## src/rtl/ptcr_pkg.sv

```systemverilog
// ============================================================================
// ptcr_pkg: shared types, constants and a function for the text cell renderer
// Register indexes, beat payload structs and the plane data byte selection.
// ============================================================================
package ptcr_pkg;

    localparam int MAX_PLANES       = 8;
    localparam int PLANE_STEP_BYTES = 2;
    localparam int PLANE_W          = $clog2(MAX_PLANES);
    localparam int COUNT_W          = 4;
    localparam int OFFSET_W         = 24;
    localparam int CFG_INDEX_W      = 4;
    localparam int CFG_DATA_W       = 19;
    localparam int QUEUE_DEPTH      = 4;
    localparam int QUEUE_PTR_W      = $clog2(QUEUE_DEPTH);

    // Configuration register indexes
    typedef enum logic [CFG_INDEX_W-1:0] {
        REG_PLANE_COUNT      = 4'd0,
        REG_FOREGROUND_COLOR = 4'd1,
        REG_BACKGROUND_COLOR = 4'd2,
        REG_REVERSE_VIDEO    = 4'd3,
        REG_LINE_BYTES       = 4'd4,
        REG_CELL_ROW_BYTES   = 4'd5,
        REG_MAX_COLUMN       = 4'd6,
        REG_MAX_ROW          = 4'd7
    } cfg_index_t;

    typedef struct packed {
        logic [3:0]  plane_count;
        logic [7:0]  foreground_color;
        logic [7:0]  background_color;
        logic        reverse_video;
        logic [13:0] line_bytes;
        logic [18:0] cell_row_bytes;
        logic [7:0]  max_column;
        logic [7:0]  max_row;
    } cfg_t;

    typedef struct packed {
        logic [7:0] column;
        logic [7:0] row;
        logic [4:0] glyph_row_index;
        logic [7:0] glyph_bits;
    } in_beat_t;

    typedef struct packed {
        logic [23:0] byte_offset;
        logic [7:0]  data_byte;
        logic [2:0]  plane_index;
        logic        last_plane;
    } out_beat_t;

    // One classified item: base offset plus what the plane loop needs
    typedef struct packed {
        logic [OFFSET_W-1:0] base;
        logic [7:0]          fg;
        logic [7:0]          bg;
        logic [7:0]          glyph;
        logic [COUNT_W-1:0]  planes;
    } job_t;

    // Data byte for one plane from its foreground and background bits
    function automatic logic [7:0] plane_byte(input logic fg, input logic bg,
                                              input logic [7:0] glyph);
        logic [7:0] res;
        if (bg && fg)
            res = 8'hFF;
        else if (bg)
            res = ~glyph;
        else if (fg)
            res = glyph;
        else
            res = 8'h00;
        return res;
    endfunction

endpackage

```

## src/rtl/ptcr_front.sv

```systemverilog
// ============================================================================
// ptcr_front: input stage of the text cell renderer
// Clips the cell position, resolves colors and computes the base offset.
// ============================================================================
module ptcr_front (
    input  logic              clk,
    input  logic              rst_n,
    input  ptcr_pkg::cfg_t    cfg,
    input  logic              in_valid,
    output logic              in_stall,
    input  ptcr_pkg::in_beat_t in_data,
    output logic              push,
    output ptcr_pkg::job_t    push_job,
    input  logic              queue_full
);

    // stage 1: clipped position and resolved colors
    logic                              s1_valid_reg;
    logic [7:0]                        s1_col_reg;
    logic [7:0]                        s1_row_reg;
    logic [4:0]                        s1_gri_reg;
    logic [7:0]                        s1_glyph_reg;
    logic [ptcr_pkg::COUNT_W-1:0]      s1_planes_reg;
    logic [7:0]                        s1_fg_reg;
    logic [7:0]                        s1_bg_reg;

    // stage 2: products
    logic                              s2_valid_reg;
    logic [ptcr_pkg::OFFSET_W-1:0]     s2_row_term_reg;
    logic [18:0]                       s2_line_term_reg;
    logic [11:0]                       s2_col_term_reg;
    logic                              s2_col_odd_reg;
    logic [7:0]                        s2_glyph_reg;
    logic [ptcr_pkg::COUNT_W-1:0]      s2_planes_reg;
    logic [7:0]                        s2_fg_reg;
    logic [7:0]                        s2_bg_reg;

    logic                              s1_ready;
    logic                              s2_ready;
    logic                              in_accept;
    logic [ptcr_pkg::COUNT_W-1:0]      planes_clamped;

    assign s2_ready  = !s2_valid_reg || !queue_full;
    assign s1_ready  = !s1_valid_reg || s2_ready;
    assign in_stall  = !s1_ready;
    assign in_accept = in_valid && s1_ready;

    // plane count above the maximum behaves as the maximum
    assign planes_clamped = (cfg.plane_count > ptcr_pkg::COUNT_W'(ptcr_pkg::MAX_PLANES))
                          ? ptcr_pkg::COUNT_W'(ptcr_pkg::MAX_PLANES) : cfg.plane_count;

    // stage 1 valid; an item with no planes makes no writes and is dropped here
    always_ff @(posedge clk or negedge rst_n)
    begin
        if (!rst_n)
            s1_valid_reg <= 1'b0;
        else if (s1_ready)
            s1_valid_reg <= in_accept && (planes_clamped != '0);
    end

    always_ff @(posedge clk)
    begin
        if (in_accept)
        begin
            s1_col_reg    <= (in_data.column > cfg.max_column) ? cfg.max_column
                                                               : in_data.column;
            s1_row_reg    <= (in_data.row > cfg.max_row) ? cfg.max_row : in_data.row;
            s1_gri_reg    <= in_data.glyph_row_index;
            s1_glyph_reg  <= in_data.glyph_bits;
            s1_planes_reg <= planes_clamped;
            s1_fg_reg     <= cfg.reverse_video ? cfg.background_color
                                               : cfg.foreground_color;
            s1_bg_reg     <= cfg.reverse_video ? cfg.foreground_color
                                               : cfg.background_color;
        end
    end

    // stage 2: one multiply per term
    always_ff @(posedge clk or negedge rst_n)
    begin
        if (!rst_n)
            s2_valid_reg <= 1'b0;
        else if (s2_ready)
            s2_valid_reg <= s1_valid_reg;
    end

    always_ff @(posedge clk)
    begin
        if (s2_ready && s1_valid_reg)
        begin
            s2_row_term_reg  <= ptcr_pkg::OFFSET_W'(cfg.cell_row_bytes)
                              * ptcr_pkg::OFFSET_W'(s1_row_reg);
            s2_line_term_reg <= 19'(cfg.line_bytes) * 19'(s1_gri_reg);
            s2_col_term_reg  <= 12'(s1_planes_reg) * 12'({s1_col_reg[7:1], 1'b0});
            s2_col_odd_reg   <= s1_col_reg[0];
            s2_glyph_reg     <= s1_glyph_reg;
            s2_planes_reg    <= s1_planes_reg;
            s2_fg_reg        <= s1_fg_reg;
            s2_bg_reg        <= s1_bg_reg;
        end
    end

    // final sum goes straight into the queue
    assign push            = s2_valid_reg && !queue_full;
    assign push_job.base   = s2_row_term_reg
                           + ptcr_pkg::OFFSET_W'(s2_line_term_reg)
                           + ptcr_pkg::OFFSET_W'(s2_col_term_reg)
                           + ptcr_pkg::OFFSET_W'(s2_col_odd_reg);
    assign push_job.fg     = s2_fg_reg;
    assign push_job.bg     = s2_bg_reg;
    assign push_job.glyph  = s2_glyph_reg;
    assign push_job.planes = s2_planes_reg;

endmodule

```

## src/rtl/ptcr_queue.sv

```systemverilog
// ============================================================================
// ptcr_queue: short job queue between front and back
// Register-based FIFO; push and pop may happen in the same cycle.
// ============================================================================
module ptcr_queue (
    input  logic           clk,
    input  logic           rst_n,
    input  logic           push,
    input  ptcr_pkg::job_t push_job,
    output logic           full,
    input  logic           pop,
    output logic           not_empty,
    output ptcr_pkg::job_t head
);

    ptcr_pkg::job_t                    entry_reg [ptcr_pkg::QUEUE_DEPTH];
    logic [ptcr_pkg::QUEUE_PTR_W-1:0]  wr_ptr_reg;
    logic [ptcr_pkg::QUEUE_PTR_W-1:0]  rd_ptr_reg;
    logic [ptcr_pkg::QUEUE_PTR_W:0]    count_reg;
    logic [ptcr_pkg::QUEUE_PTR_W:0]    count_next;

    assign full      = (count_reg == (ptcr_pkg::QUEUE_PTR_W+1)'(ptcr_pkg::QUEUE_DEPTH));
    assign not_empty = (count_reg != '0);
    assign head      = entry_reg[rd_ptr_reg];

    always_comb
    begin
        count_next = count_reg;
        if (push && !(pop && not_empty))
            count_next = count_reg + 1'b1;
        else if (!push && pop && not_empty)
            count_next = count_reg - 1'b1;
    end

    // pointers and fill count
    always_ff @(posedge clk or negedge rst_n)
    begin
        if (!rst_n)
        begin
            wr_ptr_reg <= '0;
            rd_ptr_reg <= '0;
            count_reg  <= '0;
        end
        else
        begin
            if (push)
                wr_ptr_reg <= wr_ptr_reg + 1'b1;
            if (pop && not_empty)
                rd_ptr_reg <= rd_ptr_reg + 1'b1;
            count_reg <= count_next;
        end
    end

    // storage
    always_ff @(posedge clk)
    begin
        if (push)
            entry_reg[wr_ptr_reg] <= push_job;
    end

endmodule

```

## src/rtl/ptcr_back.sv

```systemverilog
// ============================================================================
// ptcr_back: plane sequencer of the text cell renderer
// Walks job planes into an output register; one beat per cycle unless stalled.
// ============================================================================
module ptcr_back (
    input  logic                 clk,
    input  logic                 rst_n,
    input  logic                 job_valid,
    input  ptcr_pkg::job_t       job,
    output logic                 pop,
    output logic                 out_valid,
    input  logic                 out_stall,
    output ptcr_pkg::out_beat_t  out_data
);

    logic                              cur_valid_reg;
    ptcr_pkg::job_t                    cur_reg;
    logic [ptcr_pkg::PLANE_W-1:0]      plane_reg;
    logic [ptcr_pkg::OFFSET_W-1:0]     offset_reg;
    logic                              out_valid_reg;
    ptcr_pkg::out_beat_t               out_reg;

    logic                              emit;
    logic                              is_last;
    logic                              load;

    assign emit    = cur_valid_reg && (!out_valid_reg || !out_stall);
    assign is_last = ({1'b0, plane_reg} + 1'b1) == cur_reg.planes;
    assign load    = !cur_valid_reg || (emit && is_last);
    assign pop     = load && job_valid;

    // current job tracking
    always_ff @(posedge clk or negedge rst_n)
    begin
        if (!rst_n)
            cur_valid_reg <= 1'b0;
        else if (load)
            cur_valid_reg <= job_valid;
    end

    always_ff @(posedge clk)
    begin
        if (load)
        begin
            cur_reg    <= job;
            plane_reg  <= '0;
            offset_reg <= job.base;
        end
        else if (emit)
        begin
            plane_reg  <= plane_reg + 1'b1;
            offset_reg <= offset_reg + ptcr_pkg::OFFSET_W'(ptcr_pkg::PLANE_STEP_BYTES);
        end
    end

    // output register
    always_ff @(posedge clk or negedge rst_n)
    begin
        if (!rst_n)
            out_valid_reg <= 1'b0;
        else if (emit)
            out_valid_reg <= 1'b1;
        else if (!out_stall)
            out_valid_reg <= 1'b0;
    end

    always_ff @(posedge clk)
    begin
        if (emit)
        begin
            out_reg.byte_offset <= offset_reg;
            out_reg.data_byte   <= ptcr_pkg::plane_byte(cur_reg.fg[plane_reg],
                                                        cur_reg.bg[plane_reg],
                                                        cur_reg.glyph);
            out_reg.plane_index <= plane_reg;
            out_reg.last_plane  <= is_last;
        end
    end

    assign out_valid = out_valid_reg;
    assign out_data  = out_reg;

endmodule

```

## src/rtl/planar_text_cell_render.sv

```systemverilog
// An accepted item passes the stage 1 and stage 2 registers, the job queue,
// the current job register and the output register before its first write
// beat. Write beats leave one per cycle while out_stall is low; each item
// gives one beat per plane, and items with a plane count of zero are dropped.
// Reset: asynchronous, active low; configuration returns to its defaults and
// all pipeline, queue and output state is emptied.
// ============================================================================
// planar_text_cell_render: glyph row to interleaved bitplane byte writes
// Configuration registers, front classifier, job queue and plane sequencer.
// ============================================================================
module planar_text_cell_render (
    input  logic                 clk,
    input  logic                 rst_n,
    input  logic                 cfg_write,
    input  logic [3:0]           cfg_index,
    input  logic [18:0]          cfg_data,
    input  logic                 in_valid,
    output logic                 in_stall,
    input  ptcr_pkg::in_beat_t   in_data,
    output logic                 out_valid,
    input  logic                 out_stall,
    output ptcr_pkg::out_beat_t  out_data
);

    ptcr_pkg::cfg_t   cfg_reg;
    logic             push;
    ptcr_pkg::job_t   push_job;
    logic             queue_full;
    logic             pop;
    logic             job_valid;
    ptcr_pkg::job_t   head_job;

    // configuration registers
    always_ff @(posedge clk or negedge rst_n)
    begin
        if (!rst_n)
        begin
            cfg_reg.plane_count      <= 4'd1;
            cfg_reg.foreground_color <= 8'd1;
            cfg_reg.background_color <= 8'd0;
            cfg_reg.reverse_video    <= 1'b0;
            cfg_reg.line_bytes       <= 14'd80;
            cfg_reg.cell_row_bytes   <= 19'd1280;
            cfg_reg.max_column       <= 8'd79;
            cfg_reg.max_row          <= 8'd24;
        end
        else if (cfg_write)
        begin
            unique case (cfg_index)
                ptcr_pkg::REG_PLANE_COUNT:      cfg_reg.plane_count      <= cfg_data[3:0];
                ptcr_pkg::REG_FOREGROUND_COLOR: cfg_reg.foreground_color <= cfg_data[7:0];
                ptcr_pkg::REG_BACKGROUND_COLOR: cfg_reg.background_color <= cfg_data[7:0];
                ptcr_pkg::REG_REVERSE_VIDEO:    cfg_reg.reverse_video    <= cfg_data[0];
                ptcr_pkg::REG_LINE_BYTES:       cfg_reg.line_bytes       <= cfg_data[13:0];
                ptcr_pkg::REG_CELL_ROW_BYTES:   cfg_reg.cell_row_bytes   <= cfg_data;
                ptcr_pkg::REG_MAX_COLUMN:       cfg_reg.max_column       <= cfg_data[7:0];
                ptcr_pkg::REG_MAX_ROW:          cfg_reg.max_row          <= cfg_data[7:0];
                default: ;
            endcase
        end
    end

    ptcr_front u_front (
        .clk        (clk),
        .rst_n      (rst_n),
        .cfg        (cfg_reg),
        .in_valid   (in_valid),
        .in_stall   (in_stall),
        .in_data    (in_data),
        .push       (push),
        .push_job   (push_job),
        .queue_full (queue_full)
    );

    ptcr_queue u_queue (
        .clk       (clk),
        .rst_n     (rst_n),
        .push      (push),
        .push_job  (push_job),
        .full      (queue_full),
        .pop       (pop),
        .not_empty (job_valid),
        .head      (head_job)
    );

    ptcr_back u_back (
        .clk       (clk),
        .rst_n     (rst_n),
        .job_valid (job_valid),
        .job       (head_job),
        .pop       (pop),
        .out_valid (out_valid),
        .out_stall (out_stall),
        .out_data  (out_data)
    );

endmodule

```

## config.mk

```make
export PLATFORM = sky130hd
export DESIGN_NAME = planar_text_cell_render
export DESIGN_NICKNAME = d
export VERILOG_FILES = /design/src/rtl/ptcr_pkg.sv /design/src/rtl/ptcr_front.sv /design/src/rtl/ptcr_queue.sv /design/src/rtl/ptcr_back.sv /design/src/rtl/planar_text_cell_render.sv
export SDC_FILE = /design/constraint.sdc
export NUM_CORES = 1
export LEC_CHECK = 0
export BUFFER_PORTS_ARGS = -buffer_cell sky130_fd_sc_hd__buf_2
export CORE_MARGIN = 2
export CORE_UTILIZATION = 53
export DETAILED_ROUTE_END_ITERATION = 8
export PLACE_DENSITY = 0.68
export SETUP_SLACK_MARGIN = 0.02
export SKIP_LAST_GASP = 1
export SLEW_MARGIN = 20
export SYNTH_ARGS = -nofsm -noshare
export SYNTH_HDL_FRONTEND = slang
export SYNTH_SLANG_ARGS = --single-unit
export TNS_END_PERCENT = 30
```

## constraint.sdc

```tcl
create_clock -name clk -period 7.05 [get_ports clk]
set_input_delay 0.3525 -clock clk [delete_from_list [all_inputs] [get_ports clk]]
set_output_delay 0.3525 -clock clk [all_outputs]
set_load 0.01 [all_outputs]
```

Yosys cells after proc, flatten, opt, wreduce, memory -nomap -nowiden
Memory sizes are Yosys's and may differ from the RTL's.
Index checks and enable logic that the tools add are counted.

operators by class
  shift-type cells = 0
  div/mod/pow operators = 0
  bitwise gates (word level) = 1
  multiplexer cells = 19
  $add $sub $neg = 10
  eq/ne operators = 10
  reduce and logical (&&, ||, !) cells = 38
  order comparisons = 4
  multipliers = 3

operators with widths
  kind                                                                   number
  24-bit 2-to-1 mux                                                      2
  8-bit 2-to-1 mux                                                       6
  24-bit by 1-bit adder with 24-bit output                               1
  24-bit by 12-bit adder with 24-bit output                              1
  24-bit by 19-bit adder with 24-bit output                              1
  24-bit by 2-bit adder with 24-bit output, second input constant        1
  19-bit by 8-bit multiplier with 24-bit output                          1
  14-bit by 5-bit multiplier with 19-bit output                          1
  4-bit by 3-bit equality test with 1-bit output, second input constant  4
  8-bit greater-than comparator                                          2
  2-bit AND reduction                                                    8
  1-bit logical AND                                                      12
  4-bit by 7-bit multiplier with 11-bit output                           1
  1-bit logical NOT                                                      9
  4-bit by 2-bit equality test with 1-bit output, second input constant  2
  8-bit NOT                                                              1
  3-bit by 1-bit adder with 3-bit output, second input constant          2
  1-bit binary-select mux with 3-bit select                              2
  1-bit 2-to-1 mux                                                       6
  3-bit 2-to-1 mux                                                       2
  2-bit by 1-bit adder with 2-bit output, second input constant          2
  3-bit by 1-bit adder with 4-bit output, second input constant          1
  4-bit by 1-bit equality test with 1-bit output, second input constant  1
  4-bit equality test                                                    1
  other kinds (11)                                                       15

word-level totals
  output and inout port bits = 38
  memory bits (read-only) = 0
  input bits = 57
  memories kept = 1
  memory bits (writable) = 208
  register bits after elaboration = 304
  latch bits = 0

memory list
  name               words  bits a word  rd ports  clocked after Yosys merged registers in  wr ports  RTL line          source
  u_queue.entry_reg  4      52           1         0                                        1         ptcr_queue.sv:16  ptcr_pkg::job_t entry_reg [ptcr_pkg::QUEUE_DEPTH];

Logic depth before layout (Yosys ltp)
  depth in word-level cells = 10
  gate-level depth with buffers = 18
  depth with buffers taken out = 17

Hierarchy
A second synthesis with hierarchy kept.

unflattened totals
  cell total of the unflattened synthesis = 1,929
  area, all modules = 27,989.3 µm²

modules (own cells, without submodules)
  module                   area an instance (µm²)  sequential area each (µm²)  instances  cells each
  ptcr_front               13,319.0                4,013.8                     1          1,219
  ptcr_queue               8,056.5                 6,421.2                     1          323
  ptcr_back                3,901.2                 2,752.6                     1          231
  planar_text_cell_render  2,712.6                 1,767.9                     1          156

Worst setup path before layout
No wires, ideal clock.

  path type = register to register
  from = register u_queue.count_reg[0] (netlist name)
  to = register u_front.s2_bg_reg[0] (enable)
  cell stages (with the launch flop) = 4
  setup time = 535 ps
  data required time = 6,515 ps
  buffers on the path = 0
  data arrival time = 4,445 ps
  path slack = 2,070 ps
  cell sequence = dfrtp_1 -> nor2_1 -> and3_1 -> nor2b_1

on the way
  word-level cells in the longest chain between the ends = 4

RTL lines
  what                    RTL line          source
  from (decl)             ptcr_queue.sv:19  logic [ptcr_pkg::QUEUE_PTR_W:0] count_reg;
  from (signal assigned)  ptcr_queue.sv:50  count_reg <= count_next;
  3-bit equality test     ptcr_queue.sv:22  assign full = (count_reg == (ptcr_pkg::QUEUE_PTR_W+1)'(ptcr_pkg::QUEUE_DEPTH));
  1-bit logical NOT       ptcr_front.sv:43  assign s2_ready = !s2_valid_reg || !queue_full;
  1-bit logical OR        ptcr_front.sv:43
  1-bit logical AND       ptcr_front.sv:89  if (s2_ready && s1_valid_reg)
  to (signal assigned)    ptcr_front.sv:99  s2_bg_reg <= s1_bg_reg;
  to (decl)               ptcr_front.sv:36  logic [7:0] s2_bg_reg;

Every way passes these cells.
A chain may end at the register's enable or synchronous reset.

Final worst setup path
  from = register u_front.s1_row_reg[2]
  to = register u_front.s2_row_term_reg[20] (netlist name) (data pin)

on the way
  word-level cells in the longest chain between the ends = 1

RTL lines
  what                                           RTL line          source
  from (decl)                                    ptcr_front.sv:20  logic [7:0] s1_row_reg;
  from (signal assigned)                         ptcr_front.sv:67  s1_row_reg <= (in_data.row > cfg.max_row) ? cfg.max_row : in_data.row;
  19-bit by 8-bit multiplier with 24-bit output  ptcr_front.sv:92  * ptcr_pkg::OFFSET_W'(s1_row_reg);
  to (signal assigned)                           ptcr_front.sv:91  s2_row_term_reg <= ptcr_pkg::OFFSET_W'(cfg.cell_row_bytes)
  to (decl)                                      ptcr_front.sv:29  logic [ptcr_pkg::OFFSET_W-1:0] s2_row_term_reg;

Every way passes these cells.

==> metrics.md <==
| Metric | Value |
|---|---|
| Outcome | `complete, no violations` |
| Nets | `2,462` |
| Area grow syn2layout | `11.1%` |
| Area share of the leading cell type in the synthesized netlist | `46.3%` |
| Die Y-Extent | `233 µm` |
| Vias in the first global route | `16,000` |
| Initial core utilization | `53.8%` |
| Ports | `95` |
| Clock skew | `0.0412 ns` |
| Post-CTS Setup Bufs | `0` |
| H-Tree Depth | `2` |
| MaxCap Viol Count | `0` |
| Worst rel slew slack | `36.6%` |
| Main area contributors after synthesis | `edfxtp_1, fa_1, dfrtp_1` |
| Avg Synthesized Cell Area | `13.9 µm²` |
| Post-route ant nets | `0` |
| RSZ-0062 raised after global routing | `false` |
| Startpoint Class | `flip-flop` |
| Min-Delay Path Class | `input pin to flip-flop` |
| Final GP Congestion | `0.831` |
| Drt first-iter violations | `1,041` |
| R2R setup slack | `1.88 ns` |
| Post-Syn Area | `27,800 µm²` |
| Router iterations before antenna repair | `8` |
| Largest net degree at the start of global routing | `76` |
| Routed vias/inst | `5.42` |
| Layout cell share with drive strength beyond 1 | `17.1%` |
| EDFF count, synth | `428` |
| Ys async rst share | `15.8%` |
| Min cycle time layout | `5.17 ns` |
| WS Path Type | `flip-flop to flip-flop` |
| Sink Count | `512` |
| Dominant synthesized flop cell | `edfxtp_1` |
| Max Freq | `193 MHz` |
| Die width | `233 µm` |
| Post-synth top area cell | `edfxtp_1` |
| Gr usage total | `20.1%` |
| Total CTS buffers | `52` |
| Bufs on Longest Clock Path | `3` |
| CTS tree | `yes` |
| Synth unique cells | `71` |
| Commonest cells after routing, fill and taps aside | `edfxtp_1, inv_1, nand2_1` |
| Core Region | `51,600 µm²` |
| Final hold slack | `0.0480 ns` |
| Mean routed wirelength per cell | `18.4 µm` |
| Fin crit share | `73.4%` |
| First-pass GRT wire length | `85,300 µm` |
| Final Hold Vio Count | `0` |
| Register area share after synthesis | `53.8%` |
| N_diodes | `0` |
| Crit path required time | `7.53 ns` |
| Final WL | `52,100 µm` |
| Syn_nets | `2,345` |
| Clk slew on worst S/H paths | `0.06 ns` |
| Initial antenna violation count | `0` |
| Grt total ovfl | `0` |
| Final setup fails | `0` |
| Ys Warns | `0` |
| Clk_lat worst skew | `0.61 ns` |
| Actual slew at the worst max-slew pin | `0.950 ns` |
| Most common cell after layout, fill and taps aside | `edfxtp_1` |
| Die area | `54,300 µm²` |
| Cells after Synth | `2,002` |
| CP Data Arrival Time | `5.65 ns` |
| Total number of vias | `15,400` |
| Worst-path fanout max | `19` |
| TNS Setup | `0 ns` |
| Residual DRC | `0` |
| Row count | `83` |
| Post-DP HPWL | `37,000 µm` |
| Root Driver | `clkbuf_16` |
| CP endpoint kind | `flip-flop` |
| Max FFs per register | `208` |
| Max-slew violation count | `0` |
| PortBufs | `94` |
| #FFs+latches synth | `512` |
worst paths after layout:
kind                                          from                          end  cells after the start
setup / recovery             u_front.s1_row_reg[2]  u_front.s2_row_term_reg[20]                     15
hold / removal                         cfg_data[8]                  cfg_reg[24]                      2
setup reg to reg             u_front.s1_row_reg[2]  u_front.s2_row_term_reg[20]                     15
hold reg to reg            u_front.s1_glyph_reg[0]      u_front.s2_glyph_reg[0]                      0
max in group asynchronous                    rst_n        u_queue.rd_ptr_reg[0]                      3
min in group asynchronous                    rst_n                  cfg_reg[29]                      2
cell families (layout without fill, tap and decap cells):
| kind of cell | count (synthesis) | in the layout | synth area share [%] |
|---|---|---|---|
| AOI/OAI and AO/OA | 219 | 219 | 5.30 |
| buffers and inverters | 254 | 411 | 3.47 |
| and+or+nand+nor | 495 | 495 | 9.14 |
| DFF | 512 | 512 | 53.8 |
| muxes | 150 | 150 | 8.33 |
| xor gates and xnor gates | 86 | 86 | 2.71 |
| adders and majority gates | 286 | 286 | 17.2 |
repair_timing:
item                                    in CTS  in global routing
endpoints found under the setup margin       0                  0
hold buffers                                19                  0
hold endpoints to repair                    42                  0
resized for setup                            0                  0
synth_stat cells (12+ instances only):
cell type and instances:
nor2b_1 12, edfxtp_1 428, fa_1 160, xor2_1 28
and2_1 163, xnor2_1 58, mux2_2 90, ha_1 126
nor2_1 57, nand2_1 166, o21ai_0 60, clkbuf_1 41
o21a_1 21, nor3_1 20, mux4_2 56, dfstp_2 13
nand3_1 23, dfrtp_1 68, a21o_1 21, inv_1 196
a21oi_1 45
through the flow:
stage	area, µm²	utilization [%]	setup slack [ns]	cells
after floorplan	27800	-	2.07	2002
after global placement	29000	56.1	1.94	2726
after detailed placement	29000	56.1	1.81	2726
after CTS	30900	59.8	1.84	2839
after global routing	30900	59.8	1.58	2839
final	30900	59.8	1.88	2839
critical path, cell delays in order (launching register included):
cell	delay, ns
edfxtp_1	0.68
and2_1	0.31
fa_1	0.46
fa_1	0.52
fa_1	0.54
inv_1	0.06
fa_1	0.56
inv_1	0.05
ha_1	0.35
a21o_1	0.19
a21o_1	0.18
a21oi_2	0.27
o21ba_2	0.19
o31ai_1	0.13
or4b_1	0.49
nand3_1	0.10
final cells by class:
class,instances,area (µm²)
inverter,197,739
sequential,512,15000
multi-input combinational,1236,11900
clock buffer,59,1370
timing repair buffer,120,716
clock inverter,35,345
fill,3983,20700
tap,680,851
metal layers:
layer | GRT usage (%) | wire length [µm] | vias up
met5 | 0 | 0 | -
met4 | 5.33 | 1020 | 0
met3 | 2.71 | 2160 | 72
met2 | 31.9 | 24000 | 326
met1 | 29.4 | 24900 | 7700
li1 | - | - | 7301
Power is left out: the tool's default activity adds up to more than one toggle a clock period on the data nets, which glitch-free logic cannot reach.
